`config.mk`:
```
export PLATFORM = sky130hd
export DESIGN_NAME = unix_time_to_calendar_flat
export DESIGN_NICKNAME = d
export VERILOG_FILES = /design/src/rtl/utcal_pkg.sv /design/src/rtl/utcal_if.sv /design/src/rtl/utcal_ctrl.sv /design/src/rtl/utcal_dp.sv /design/src/rtl/unix_time_to_calendar.sv /design/src/flat_wrapper.sv
export SDC_FILE = /design/constraint.sdc
export NUM_CORES = 2
export LEC_CHECK = 0
export BUFFER_PORTS_ARGS = -buffer_cell sky130_fd_sc_hd__clkbuf_2
export CORE_MARGIN = 2
export CORE_UTILIZATION = 51
export DETAILED_ROUTE_END_ITERATION = 12
export HOLD_SLACK_MARGIN = 0.1
export MAX_ROUTING_LAYER = met4
export PLACE_DENSITY = 0.67
export SLEW_MARGIN = 10
export SYNTH_ARGS = -nofsm -noshare
export SYNTH_HDL_FRONTEND = slang
export SYNTH_SLANG_ARGS = --single-unit
```
`constraint.sdc`:
```
create_clock -name i_clk -period 8.86 [get_ports i_clk]
set_input_delay 1.329 -clock i_clk [delete_from_list [all_inputs] [get_ports i_clk]]
set_output_delay 1.329 -clock i_clk [all_outputs]
set_load 0.05 [all_outputs]
```
`src/rtl/utcal_pkg.sv`:
```
package utcal_pkg;

    // field widths
    localparam int EPOCH_W  = 32;
    localparam int ZONE_W   = 5;
    localparam int YEAR_W   = 8;
    localparam int MONTH_W  = 4;
    localparam int DAY_W    = 5;
    localparam int HOUR_W   = 5;
    localparam int MINUTE_W = 6;
    localparam int SECOND_W = 6;

    // calendar constants
    localparam int SECS_PER_MIN  = 60;
    localparam int SECS_PER_HOUR = 3600;
    localparam int SECS_PER_DAY  = 86400;
    localparam int BASE_YEAR     = 1970;
    localparam int LEAP_CYCLE    = 400;
    localparam int CENTURY       = 100;
    localparam int DAYS_PER_YEAR = 365;
    localparam int LAST_MONTH    = 11;

    // datapath widths
    localparam int REM_W  = 18;   // remainder before correction, below twice 86400
    localparam int DAYS_W = 16;   // whole days since 1970 fit in 16 bits
    localparam int PROD_W = 64;   // dividend times reciprocal
    localparam int CYC_W  = 9;    // year position in the 400 year cycle
    localparam int ZSEC_W = 17;   // zone offset in seconds, signed

    // reciprocals: floor(2^48 / 86400), floor(2^32 / 3600), floor(2^32 / 60)
    // the day quotient is product bits 63:48, the others bits 47:32
    localparam logic [EPOCH_W-1:0] RECIP_DAY  = 32'd3257812230;
    localparam logic [EPOCH_W-1:0] RECIP_HOUR = 32'd1193046;
    localparam logic [EPOCH_W-1:0] RECIP_MIN  = 32'd71582788;

    localparam logic [4:0] MONTH_DAYS [2][12] = '{
        '{5'd31, 5'd28, 5'd31, 5'd30, 5'd31, 5'd30, 5'd31, 5'd31, 5'd30, 5'd31, 5'd30, 5'd31},
        '{5'd31, 5'd29, 5'd31, 5'd30, 5'd31, 5'd30, 5'd31, 5'd31, 5'd30, 5'd31, 5'd30, 5'd31}
    };

    typedef enum logic [3:0] {
        S_IDLE,
        S_DIV_DAY,
        S_LD_HOUR,
        S_DIV_HOUR,
        S_LD_MIN,
        S_DIV_MIN,
        S_LD_YEAR,
        S_YEAR,
        S_MONTH
    } t_state;

    // steps of one divide pass
    typedef enum logic [1:0] {
        PH_MUL,
        PH_REM,
        PH_FIX
    } t_phase;

    typedef enum logic [3:0] {
        OP_NONE,
        OP_LOAD,
        OP_DIV_MUL,
        OP_DIV_REM,
        OP_DIV_FIX,
        OP_LOAD_HOUR,
        OP_LOAD_MIN,
        OP_LOAD_YEAR,
        OP_YEAR_STEP,
        OP_MONTH_STEP,
        OP_PUBLISH
    } t_op;

    typedef enum logic [1:0] {
        DSEL_DAY,
        DSEL_HOUR,
        DSEL_MIN
    } t_dsel;

    typedef struct packed {
        logic year_fit;
        logic month_fit;
    } t_stat;

    typedef struct packed {
        logic [YEAR_W-1:0]   years_since_1970;
        logic [MONTH_W-1:0]  month_number;
        logic [DAY_W-1:0]    day_of_month;
        logic [HOUR_W-1:0]   hour_of_day;
        logic [MINUTE_W-1:0] minute_of_hour;
        logic [SECOND_W-1:0] second_of_minute;
    } t_result;

    function automatic logic [REM_W-1:0] divisor(input t_dsel sel);
        logic [REM_W-1:0] d;
        case (sel)
            DSEL_DAY:  d = REM_W'(SECS_PER_DAY);
            DSEL_HOUR: d = REM_W'(SECS_PER_HOUR);
            DSEL_MIN:  d = REM_W'(SECS_PER_MIN);
            default:   d = REM_W'(SECS_PER_DAY);
        endcase
        return d;
    endfunction

    function automatic logic [EPOCH_W-1:0] recip(input t_dsel sel);
        logic [EPOCH_W-1:0] m;
        case (sel)
            DSEL_DAY:  m = RECIP_DAY;
            DSEL_HOUR: m = RECIP_HOUR;
            DSEL_MIN:  m = RECIP_MIN;
            default:   m = RECIP_DAY;
        endcase
        return m;
    endfunction

    // gregorian rule from the position in the 400 year cycle
    function automatic logic is_leap(input logic [CYC_W-1:0] cyc);
        return (cyc[1:0] == 2'b00)
            && (cyc != CYC_W'(CENTURY))
            && (cyc != CYC_W'(2 * CENTURY))
            && (cyc != CYC_W'(3 * CENTURY));
    endfunction

    function automatic logic [4:0] month_len(input logic leap, input logic [MONTH_W-1:0] mon);
        logic [4:0] len;
        if (mon > MONTH_W'(LAST_MONTH)) begin
            len = 5'd0;
        end else begin
            len = MONTH_DAYS[leap][mon];
        end
        return len;
    endfunction

endpackage

```
`src/rtl/utcal_if.sv`:
```
interface utcal_in_if;
    logic                            valid;
    logic                            ready;
    logic [utcal_pkg::EPOCH_W-1:0]   epoch_seconds;

    modport source (output valid, output epoch_seconds, input ready);
    modport sink   (input valid, input epoch_seconds, output ready);
endinterface

interface utcal_out_if;
    logic                            valid;
    logic                            ready;
    logic [utcal_pkg::YEAR_W-1:0]    years_since_1970;
    logic [utcal_pkg::MONTH_W-1:0]   month_number;
    logic [utcal_pkg::DAY_W-1:0]     day_of_month;
    logic [utcal_pkg::HOUR_W-1:0]    hour_of_day;
    logic [utcal_pkg::MINUTE_W-1:0]  minute_of_hour;
    logic [utcal_pkg::SECOND_W-1:0]  second_of_minute;

    modport source (output valid, output years_since_1970, output month_number,
                    output day_of_month, output hour_of_day, output minute_of_hour,
                    output second_of_minute, input ready);
    modport sink   (input valid, input years_since_1970, input month_number,
                    input day_of_month, input hour_of_day, input minute_of_hour,
                    input second_of_minute, output ready);
endinterface

```
`src/rtl/utcal_ctrl.sv`:
```
module utcal_ctrl (
    input  logic             i_clk,
    input  logic             i_rst_n,
    input  logic             i_in_valid,
    input  logic             i_out_ready,
    input  utcal_pkg::t_stat i_stat,
    output utcal_pkg::t_op   o_op,
    output logic             o_in_ready,
    output logic             o_out_valid
);
    import utcal_pkg::*;

    t_state r_state, n_state;
    t_phase r_phase, n_phase;
    logic   r_out_valid, n_out_valid;
    logic   div_state;
    logic   div_last;
    logic   out_free;

    assign div_state = (r_state == S_DIV_DAY) || (r_state == S_DIV_HOUR)
                    || (r_state == S_DIV_MIN);
    assign div_last  = div_state && (r_phase == PH_FIX);

    assign out_free = !r_out_valid || i_out_ready;

    // next state
    always_comb begin
        n_state = r_state;
        case (r_state)
            S_IDLE:     if (i_in_valid) n_state = S_DIV_DAY;
            S_DIV_DAY:  if (div_last) n_state = S_LD_HOUR;
            S_LD_HOUR:  n_state = S_DIV_HOUR;
            S_DIV_HOUR: if (div_last) n_state = S_LD_MIN;
            S_LD_MIN:   n_state = S_DIV_MIN;
            S_DIV_MIN:  if (div_last) n_state = S_LD_YEAR;
            S_LD_YEAR:  n_state = S_YEAR;
            S_YEAR:     if (!i_stat.year_fit) n_state = S_MONTH;
            S_MONTH:    if (!i_stat.month_fit && out_free) n_state = S_IDLE;
            default:    n_state = S_IDLE;
        endcase
    end

    // outputs
    always_comb begin
        o_op = OP_NONE;
        case (r_state)
            S_IDLE: begin
                if (i_in_valid) o_op = OP_LOAD;
            end
            S_DIV_DAY, S_DIV_HOUR, S_DIV_MIN: begin
                case (r_phase)
                    PH_MUL:  o_op = OP_DIV_MUL;
                    PH_REM:  o_op = OP_DIV_REM;
                    default: o_op = OP_DIV_FIX;
                endcase
            end
            S_LD_HOUR: o_op = OP_LOAD_HOUR;
            S_LD_MIN:  o_op = OP_LOAD_MIN;
            S_LD_YEAR: o_op = OP_LOAD_YEAR;
            S_YEAR:    o_op = OP_YEAR_STEP;
            S_MONTH: begin
                if (i_stat.month_fit) begin
                    o_op = OP_MONTH_STEP;
                end else if (out_free) begin
                    o_op = OP_PUBLISH;
                end
            end
            default:   o_op = OP_NONE;
        endcase
    end

    always_comb begin
        n_phase = PH_MUL;
        if (div_state) begin
            case (r_phase)
                PH_MUL:  n_phase = PH_REM;
                PH_REM:  n_phase = PH_FIX;
                default: n_phase = PH_MUL;
            endcase
        end
        n_out_valid = r_out_valid;
        if (o_op == OP_PUBLISH) begin
            n_out_valid = 1'b1;
        end else if (i_out_ready) begin
            n_out_valid = 1'b0;
        end
    end

    always_ff @(posedge i_clk) begin
        if (!i_rst_n) begin
            r_state     <= S_IDLE;
            r_phase     <= PH_MUL;
            r_out_valid <= 1'b0;
        end else begin
            r_state     <= n_state;
            r_phase     <= n_phase;
            r_out_valid <= n_out_valid;
        end
    end

    assign o_in_ready  = (r_state == S_IDLE);
    assign o_out_valid = r_out_valid;

endmodule

```
`src/rtl/utcal_dp.sv`:
```
module utcal_dp (
    input  logic                              i_clk,
    input  logic                              i_rst_n,
    input  logic                              i_cfg_wr_en,
    input  logic signed [utcal_pkg::ZONE_W-1:0] i_cfg_wr_data,
    input  logic [utcal_pkg::EPOCH_W-1:0]     i_epoch_seconds,
    input  utcal_pkg::t_op                    i_op,
    output utcal_pkg::t_stat                  o_stat,
    output utcal_pkg::t_result                o_result
);
    import utcal_pkg::*;

    logic signed [ZONE_W-1:0] r_zone;
    logic [EPOCH_W-1:0]       r_x, n_x;
    logic [PROD_W-1:0]        r_prod, n_prod;
    logic [DAYS_W-1:0]        r_q, n_q;
    logic [REM_W-1:0]         r_rem, n_rem;
    t_dsel                    r_dsel, n_dsel;
    logic [DAYS_W-1:0]        r_days, n_days;
    logic [HOUR_W-1:0]        r_hour, n_hour;
    logic [MINUTE_W-1:0]      r_min, n_min;
    logic [SECOND_W-1:0]      r_sec, n_sec;
    logic [YEAR_W-1:0]        r_year, n_year;
    logic [CYC_W-1:0]         r_cyc, n_cyc;
    logic [MONTH_W-1:0]       r_mon, n_mon;
    t_result                  r_res, n_res;

    logic signed [ZSEC_W-1:0] zone_ext;
    logic signed [ZSEC_W-1:0] zone_secs;
    logic [EPOCH_W-1:0]       local_secs;
    logic [REM_W-1:0]         div_const;
    logic [DAYS_W-1:0]        q_est;
    logic [EPOCH_W-1:0]       q_times_d;
    logic                     rem_ge;
    logic                     leap;
    logic [DAYS_W-1:0]        year_len;
    logic [DAYS_W-1:0]        mon_len;

    assign zone_ext   = {{(ZSEC_W - ZONE_W){r_zone[ZONE_W-1]}}, r_zone};
    assign zone_secs  = zone_ext * ZSEC_W'(SECS_PER_HOUR);
    assign local_secs = i_epoch_seconds
                      + {{(EPOCH_W - ZSEC_W){zone_secs[ZSEC_W-1]}}, zone_secs};

    // divide by constant: reciprocal product, quotient estimate low by at
    // most one, then a single compare and subtract
    assign div_const = divisor(r_dsel);
    assign q_est     = (r_dsel == DSEL_DAY) ? r_prod[PROD_W-1:PROD_W-DAYS_W]
                                            : r_prod[EPOCH_W+DAYS_W-1:EPOCH_W];
    assign q_times_d = EPOCH_W'(q_est) * EPOCH_W'(div_const);
    assign rem_ge    = (r_rem >= div_const);

    assign leap     = is_leap(r_cyc);
    assign year_len = DAYS_W'(DAYS_PER_YEAR) + DAYS_W'(leap);
    assign mon_len  = DAYS_W'(month_len(leap, r_mon));

    assign o_stat.year_fit  = (r_days >= year_len);
    assign o_stat.month_fit = (r_mon != MONTH_W'(LAST_MONTH)) && (r_days >= mon_len);

    always_comb begin
        n_x    = r_x;
        n_prod = r_prod;
        n_q    = r_q;
        n_rem  = r_rem;
        n_dsel = r_dsel;
        n_days = r_days;
        n_hour = r_hour;
        n_min  = r_min;
        n_sec  = r_sec;
        n_year = r_year;
        n_cyc  = r_cyc;
        n_mon  = r_mon;
        n_res  = r_res;
        case (i_op)
            OP_LOAD: begin
                n_x    = local_secs;
                n_dsel = DSEL_DAY;
            end
            OP_DIV_MUL: begin
                n_prod = PROD_W'(r_x) * PROD_W'(recip(r_dsel));
            end
            OP_DIV_REM: begin
                n_q   = q_est;
                n_rem = REM_W'(r_x - q_times_d);
            end
            OP_DIV_FIX: begin
                if (rem_ge) begin
                    n_q   = r_q + DAYS_W'(1);
                    n_rem = r_rem - div_const;
                end
            end
            OP_LOAD_HOUR: begin
                n_days = r_q;
                n_x    = EPOCH_W'(r_rem);
                n_dsel = DSEL_HOUR;
            end
            OP_LOAD_MIN: begin
                n_hour = r_q[HOUR_W-1:0];
                n_x    = EPOCH_W'(r_rem);
                n_dsel = DSEL_MIN;
            end
            OP_LOAD_YEAR: begin
                n_min  = r_q[MINUTE_W-1:0];
                n_sec  = r_rem[SECOND_W-1:0];
                n_year = '0;
                n_cyc  = CYC_W'(BASE_YEAR % LEAP_CYCLE);
                n_mon  = '0;
            end
            OP_YEAR_STEP: begin
                if (o_stat.year_fit) begin
                    n_days = r_days - year_len;
                    n_year = r_year + YEAR_W'(1);
                    n_cyc  = (r_cyc == CYC_W'(LEAP_CYCLE - 1)) ? '0 : r_cyc + CYC_W'(1);
                end
            end
            OP_MONTH_STEP: begin
                if (o_stat.month_fit) begin
                    n_days = r_days - mon_len;
                    n_mon  = r_mon + MONTH_W'(1);
                end
            end
            OP_PUBLISH: begin
                n_res.years_since_1970 = r_year;
                n_res.month_number     = r_mon + MONTH_W'(1);
                n_res.day_of_month     = r_days[DAY_W-1:0] + DAY_W'(1);
                n_res.hour_of_day      = r_hour;
                n_res.minute_of_hour   = r_min;
                n_res.second_of_minute = r_sec;
            end
            default: begin
                n_x = r_x;
            end
        endcase
    end

    always_ff @(posedge i_clk) begin
        if (!i_rst_n) begin
            r_zone <= '0;
        end else if (i_cfg_wr_en) begin
            r_zone <= i_cfg_wr_data;
        end
    end

    always_ff @(posedge i_clk) begin
        r_x    <= n_x;
        r_prod <= n_prod;
        r_q    <= n_q;
        r_rem  <= n_rem;
        r_dsel <= n_dsel;
        r_days <= n_days;
        r_hour <= n_hour;
        r_min  <= n_min;
        r_sec  <= n_sec;
        r_year <= n_year;
        r_cyc  <= n_cyc;
        r_mon  <= n_mon;
        r_res  <= n_res;
    end

    assign o_result = r_res;

endmodule

```
`src/rtl/unix_time_to_calendar.sv`:
```
// sequence from input accept to output valid: a divide pass (reciprocal multiply,
// remainder, correction) each for days, hours and minutes, with load steps around
// them, then the year loop, one step per whole year (Y = 0..136), and the month
// loop, one step per month index (M = 0..11), then the hand-off to the output
// one word is converted at a time; the next is taken once the last is published
// reset: synchronous active low, clears the controller and sets the zone register to 0
module unix_time_to_calendar (
    input  logic                                i_clk,
    input  logic                                i_rst_n,
    input  logic                                i_cfg_wr_en,
    input  logic signed [utcal_pkg::ZONE_W-1:0] i_cfg_wr_data,
    utcal_in_if.sink                            i_in,
    utcal_out_if.source                         o_out
);
    import utcal_pkg::*;

    t_op     op;
    t_stat   stat;
    t_result result;
    logic    in_ready;
    logic    out_valid;

    // controller: sequences divide passes, year loop, month loop and the
    // hand-off into the output register
    utcal_ctrl u_ctrl (
        .i_clk       (i_clk),
        .i_rst_n     (i_rst_n),
        .i_in_valid  (i_in.valid),
        .i_out_ready (o_out.ready),
        .i_stat      (stat),
        .o_op        (op),
        .o_in_ready  (in_ready),
        .o_out_valid (out_valid)
    );

    // datapath: zone add, shared divide-by-constant unit using reciprocal
    // multiplication (days, then hours, then minutes), year and month subtractors
    utcal_dp u_dp (
        .i_clk           (i_clk),
        .i_rst_n         (i_rst_n),
        .i_cfg_wr_en     (i_cfg_wr_en),
        .i_cfg_wr_data   (i_cfg_wr_data),
        .i_epoch_seconds (i_in.epoch_seconds),
        .i_op            (op),
        .o_stat          (stat),
        .o_result        (result)
    );

    // input side is free again while the last result waits in the output register
    assign i_in.ready = in_ready;

    assign o_out.valid            = out_valid;
    assign o_out.years_since_1970 = result.years_since_1970;
    assign o_out.month_number     = result.month_number;
    assign o_out.day_of_month     = result.day_of_month;
    assign o_out.hour_of_day      = result.hour_of_day;
    assign o_out.minute_of_hour   = result.minute_of_hour;
    assign o_out.second_of_minute = result.second_of_minute;

`ifndef SYNTH
    // an accepted word keeps the block busy for the following cycle
    a_busy_after_accept: assert property (@(posedge i_clk) disable iff (!i_rst_n)
        (i_in.valid && i_in.ready) |=> !i_in.ready)
        else $error("input ready did not drop after accept");

    // published date fields stay in calendar range
    a_date_range: assert property (@(posedge i_clk) disable iff (!i_rst_n)
        o_out.valid |-> (o_out.month_number >= 4'd1 && o_out.month_number <= 4'd12
                         && o_out.day_of_month >= 5'd1
                         && o_out.years_since_1970 <= 8'd136))
        else $error("date field out of range");

    // published time fields stay in clock range
    a_time_range: assert property (@(posedge i_clk) disable iff (!i_rst_n)
        o_out.valid |-> (o_out.hour_of_day < 5'd24 && o_out.minute_of_hour < 6'd60
                         && o_out.second_of_minute < 6'd60))
        else $error("time field out of range");
`endif

endmodule

```
`src/flat_wrapper.sv`:
```
// flat-port wrapper written by rule: the top's interface ports become plain ports
module unix_time_to_calendar_flat import utcal_pkg::*;
  (i_clk, i_rst_n, i_cfg_wr_en, i_cfg_wr_data, i_in_valid, i_in_epoch_seconds, i_in_ready, o_out_valid, o_out_years_since_1970, o_out_month_number, o_out_day_of_month, o_out_hour_of_day, o_out_minute_of_hour, o_out_second_of_minute, o_out_ready);
  utcal_in_if i_in_i ();
  utcal_out_if o_out_i ();
  input  logic i_clk;
  input  logic i_rst_n;
  input  logic i_cfg_wr_en;
  input  logic signed [utcal_pkg::ZONE_W-1:0] i_cfg_wr_data;
  input wire logic [$bits(i_in_i.valid)-1:0] i_in_valid;
  input wire logic [$bits(i_in_i.epoch_seconds)-1:0] i_in_epoch_seconds;
  output wire logic [$bits(i_in_i.ready)-1:0] i_in_ready;
  output wire logic [$bits(o_out_i.valid)-1:0] o_out_valid;
  output wire logic [$bits(o_out_i.years_since_1970)-1:0] o_out_years_since_1970;
  output wire logic [$bits(o_out_i.month_number)-1:0] o_out_month_number;
  output wire logic [$bits(o_out_i.day_of_month)-1:0] o_out_day_of_month;
  output wire logic [$bits(o_out_i.hour_of_day)-1:0] o_out_hour_of_day;
  output wire logic [$bits(o_out_i.minute_of_hour)-1:0] o_out_minute_of_hour;
  output wire logic [$bits(o_out_i.second_of_minute)-1:0] o_out_second_of_minute;
  input wire logic [$bits(o_out_i.ready)-1:0] o_out_ready;
  assign i_in_i.valid = i_in_valid;
  assign i_in_i.epoch_seconds = i_in_epoch_seconds;
  assign i_in_ready = i_in_i.ready;
  assign o_out_valid = o_out_i.valid;
  assign o_out_years_since_1970 = o_out_i.years_since_1970;
  assign o_out_month_number = o_out_i.month_number;
  assign o_out_day_of_month = o_out_i.day_of_month;
  assign o_out_hour_of_day = o_out_i.hour_of_day;
  assign o_out_minute_of_hour = o_out_i.minute_of_hour;
  assign o_out_second_of_minute = o_out_i.second_of_minute;
  assign o_out_i.ready = o_out_ready;
  unix_time_to_calendar u_core (.i_clk(i_clk), .i_rst_n(i_rst_n), .i_cfg_wr_en(i_cfg_wr_en), .i_cfg_wr_data(i_cfg_wr_data), .i_in(i_in_i), .o_out(o_out_i));
endmodule
```
==> impl_metrics.py <==
metrics = {
    "layout": {
        "layout_commonest_cell": "sky130_fd_sc_hd__inv_1",
        "commonest_cells_after_routing_fill_and_taps_aside": "1059 x sky130_fd_sc_hd__inv_1, 625 x sky130_fd_sc_hd__ha_1, 568 x sky130_fd_sc_hd__fa_1",
        "flow.area_growth_from_synthesis_pct": 6.62,
        "multi_input_area_um2": 26400,
        "final_util_pct": 55.2,
        "post_route_cells_drive_above_1_share_pct": 5.60,
        "fill_cells": 6294,
        "finish.net_count": 5010,
        "seq_area_um2": 5890,
    },
    "placed_design": {
        "hpwlAfterDp_mm": 79.6,
        "routabilityCongestion": 0.952,
        "numPortBuffers": 77,
        "place_worst_setup_slack_ns": 0.131,
    },
    "logic_synthesis": {
        "syn-cell-area_um2": 36400,
        "yosysSeqAreaShare_pct": 16.2,
        "synth-warning-count": 0,
        "postSynth.asyncResetShare_pct": 0,
        "mappedNetlistNets": 4923,
        "ys_ff_latch": 200,
        "synthDistinctLibCells": 87,
        "postSynthCellCount": 3686,
        "synth-edff-count": 188,
        "synth-main-ff-cell": "sky130_fd_sc_hd__edfxtp_1",
        "synth_area_per_cell_um2": 9.88,
    },
    "global_routing": {
        "first_global_vias": 26100,
        "grt_use_total_pct": 26.8,
        "grt_antenna_before_repair": 2,
        "grt_overflow": 0,
        "grt_pass1_wl_mm": 147,
        "grt_max_degree": 50,
    },
    "timing": {
        "post_route_setup_tns_ns": 0,
        "max_slew.worst_pin.slew_ns": 1.28,
        "fin_skew_ns": 0.0177,
        "post-route-min-period_ns": 8.55,
        "hold_viol_final": 0,
        "maxSlewHeadroom_pct": 14.6,
        "timing.final.crit_share_pct": 96.5,
        "timing.fmax_mhz": 117,
        "timing.final.setup_violations": 0,
        "rsz0062_at_grt": "false",
        "setup_ws_ns": 0.308,
        "report.final.slew_viol_count": 0,
    },
    "cts": {
        "clkLatencyLatePin_ns": 0.46,
        "numCtsBuffers": 17,
        "cts_sinks": 200,
        "cts.root.buffer_cell": "sky130_fd_sc_hd__clkbuf_16",
        "postCtsHoldBufs": 0,
        "clock_tree.htree_level_count": 4,
        "clk_path_buf_depth": 2,
        "tritoncts_clock_tree": "built",
        "clock_transition_at_path_regs_ns": 0.09,
    },
    "die": {
        "number_of_placed_i_o_pins": 78,
        "floorplan.die.width_um": 271,
        "height_of_the_die_um": 271,
        "design.core.area_um2": 70400,
        "row_count": 97,
        "floorplan.initialDensity_pct": 51.8,
        "dieArea_um2": 73600,
    },
    "critical_path": {
        "crit_required_ns": 9.06,
        "cp_max_fo": 7,
        "critical_path.startpoint_type": "register",
        "worst_r2r_endpoint": "u_core.u_dp.r_prod[63]$_DFFE_PN_",
        "worst-r2r-setup-slack_ns": 0.31,
        "worstReg2RegStart": "u_core.u_dp.r_dsel[0]$_SDFFCE_PN0P_",
        "worstSetupPathType": "register to register",
        "cp-startpoint": "u_core.u_dp.r_dsel[0]$_SDFFCE_PN0P_",
        "setup.worst_path.end_class": "register",
        "setup.worst_path.end": "u_core.u_dp.r_prod[63]$_DFFE_PN_",
        "cp.arrival_ns": 8.75,
        "r2r_cells": 26,
    },
    "drt": {
        "drt_pass1_iterations": 5,
        "wl_per_cell_um": 19.5,
        "drcViolationCount": 0,
        "route.detailed.vias_per_inst": 5.24,
        "wire_length_after_detailed_routing_mm": 92.1,
        "vias": 24800,
        "drt-initial-drc-count": 1693,
        "antenna_violating_nets_post_route": 0,
    },
    "run_status": {
        "run_status": "finished clean",
    },
    "run": {
        "max_cap_violations": 0,
    },
    "hold_path": {
        "min-delay-path-class": "register to register",
        "worst_hold_startpoint": "u_core.u_dp.r_min[4]$_DFFE_PP_",
    },
}
-- Yosys cell counts (all sizes together) (3+ instances only) --
cell type / number / area share, %
inv: 1060 / 11
ha: 627 / 22
fa: 568 / 31
edfxtp: 188 / 15
nor2: 185 / 1.9
nand2: 166 / 1.7
a21oi: 97 / 1.4
xnor2: 91 / 2.2
o21ai: 72 / 1.0
nand2b: 61 / 1.0
xor2: 53 / 1.3
and2: 49 / 0.85
nor2b: 48 / 0.82
clkbuf: 45 / 0.46
a21o: 44 / 0.91
nand3: 40 / 0.55
mux2i: 24 / 0.66
nor3: 22 / 0.33
and3: 17 / 0.29
a211oi: 15 / 0.35
nand4: 15 / 0.26
o21a: 14 / 0.29
dfxtp: 12 / 0.66
a31oi: 11 / 0.23
o21bai: 11 / 0.23
or2: 11 / 0.19
a22oi: 10 / 0.21
buf: 10 / 0.12
or3: 10 / 0.17
o22ai: 9 / 0.15
mux2: 8 / 0.25
nor4: 8 / 0.14
o221ai: 8 / 0.23
o31ai: 7 / 0.16
o211ai: 6 / 0.12
a221o: 5 / 0.14
a21boi: 4 / 0.082
a31o: 4 / 0.096
nand4b: 4 / 0.096
or4: 4 / 0.082
a2111oi: 3 / 0.12
or3b: 3 / 0.072
-- worst min-delay path by stage --
stage                                                     to  depth (start not counted)
final                     u_core.u_dp.o_result[10]$_DFFE_PP_                          0
after global routing      u_core.u_dp.o_result[10]$_DFFE_PP_                          0
after CTS                 u_core.u_dp.o_result[10]$_DFFE_PP_                          0
after detailed placement   u_core.u_dp.o_result[3]$_DFFE_PP_                          0
after global placement    u_core.u_dp.o_result[16]$_DFFE_PP_                          0
after floorplan            u_core.u_dp.o_result[0]$_DFFE_PP_                          0
-- cells by family (layout without fill, tap and decap cells) --
logic type,count (synthesis),in the layout,synth area share (%)
XOR/XNOR,145,145,3.52
adder cells (fa/ha/maj),1195,1195,52.7
AO/OA/AOI/OAI,345,345,6.38
multiplexers,32,32,0.907
flip-flops,200,200,16.2
other,0,1,0
AND/OR/NAND/NOR,652,652,8.75
buffers and inverters,1117,1217,11.5
-- worst max-delay path: stages, from the launching register on --
cell and delay (ns):
sky130_fd_sc_hd__edfxtp_1 0.43, sky130_fd_sc_hd__inv_1 0.14, sky130_fd_sc_hd__ha_2 0.35, sky130_fd_sc_hd__nor2b_1 0.99, sky130_fd_sc_hd__ha_1 0.41, sky130_fd_sc_hd__inv_1 0.08
sky130_fd_sc_hd__fa_1 0.43, sky130_fd_sc_hd__fa_1 0.56, sky130_fd_sc_hd__inv_1 0.05, sky130_fd_sc_hd__fa_1 0.48, sky130_fd_sc_hd__fa_1 0.58, sky130_fd_sc_hd__fa_1 0.44
sky130_fd_sc_hd__fa_1 0.44, sky130_fd_sc_hd__ha_1 0.29, sky130_fd_sc_hd__ha_1 0.37, sky130_fd_sc_hd__a21oi_1 0.09, sky130_fd_sc_hd__o21ai_0 0.27, sky130_fd_sc_hd__a2111oi_0 0.10
sky130_fd_sc_hd__buf_4 0.15, sky130_fd_sc_hd__a32o_1 0.24, sky130_fd_sc_hd__a31o_1 0.27, sky130_fd_sc_hd__o31ai_2 0.39, sky130_fd_sc_hd__a31oi_4 0.15, sky130_fd_sc_hd__o221ai_2 0.21
sky130_fd_sc_hd__a21oi_2 0.10, sky130_fd_sc_hd__o21bai_1 0.16, sky130_fd_sc_hd__xnor2_1 0.09
-- area by class of cell --
| class | instances | area share, % |
|---|---|---|
| clock buffer | 17 | 1.10 |
| timing repair buffer | 123 | 1.95 |
| multi-input combinational | 2369 | 68.0 |
| tap | 940 | 3.03 |
| sequential | 200 | 15.2 |
| inverter | 1062 | 10.3 |
| antenna | 1 | 0.00644 |
| clock inverter | 15 | 0.544 |
-- sequential cells by signal (all words and copies together), names as in the netlist, 6 cells and up --
name / cells
u_core.u_dp.r_days: 16
u_core.u_dp.r_q: 16
u_core.u_dp.r_prod: 32
u_core.u_dp.r_rem: 18
u_core.u_dp.r_sec: 6
u_core.u_dp.o_result: 34
u_core.u_dp.r_cyc: 9
u_core.u_dp.r_min: 6
u_core.u_dp.r_x: 32
u_core.u_dp.r_year: 8
-- per-layer routing --
metal | vias up | global-route usage [%] | part of all wire (%)
met5 | - | - | 0
met4 | 0 | 7.17 | 2.9
met3 | 150 | 3.13 | 5.4
met2 | 700 | 44.1 | 48
met1 | 12200 | 35.4 | 43
li1 | 11700 | - | -
-- metrics by stage --
stage | std cells | cell area (um2) | hold slack, ns
after global placement | 4693 | 38200 | 0.402
after CTS | 4725 | 38800 | 0.420
final | 4727 | 38800 | 0.421
after detailed placement | 4693 | 38200 | 0.405
after global routing | 4727 | 38800 | 0.416
after floorplan | 3686 | 36400 | 0.400
-- timing repair --
item | CTS | global route
resized for setup | 0 | 5
buffers inserted | 0 | 1
endpoints found under the hold margin | 0 | 0
setup endpoints to repair | 0 | 17
Power is not shown: default switching activity piles up to over one toggle a cycle in this logic, so the estimate is an artifact.
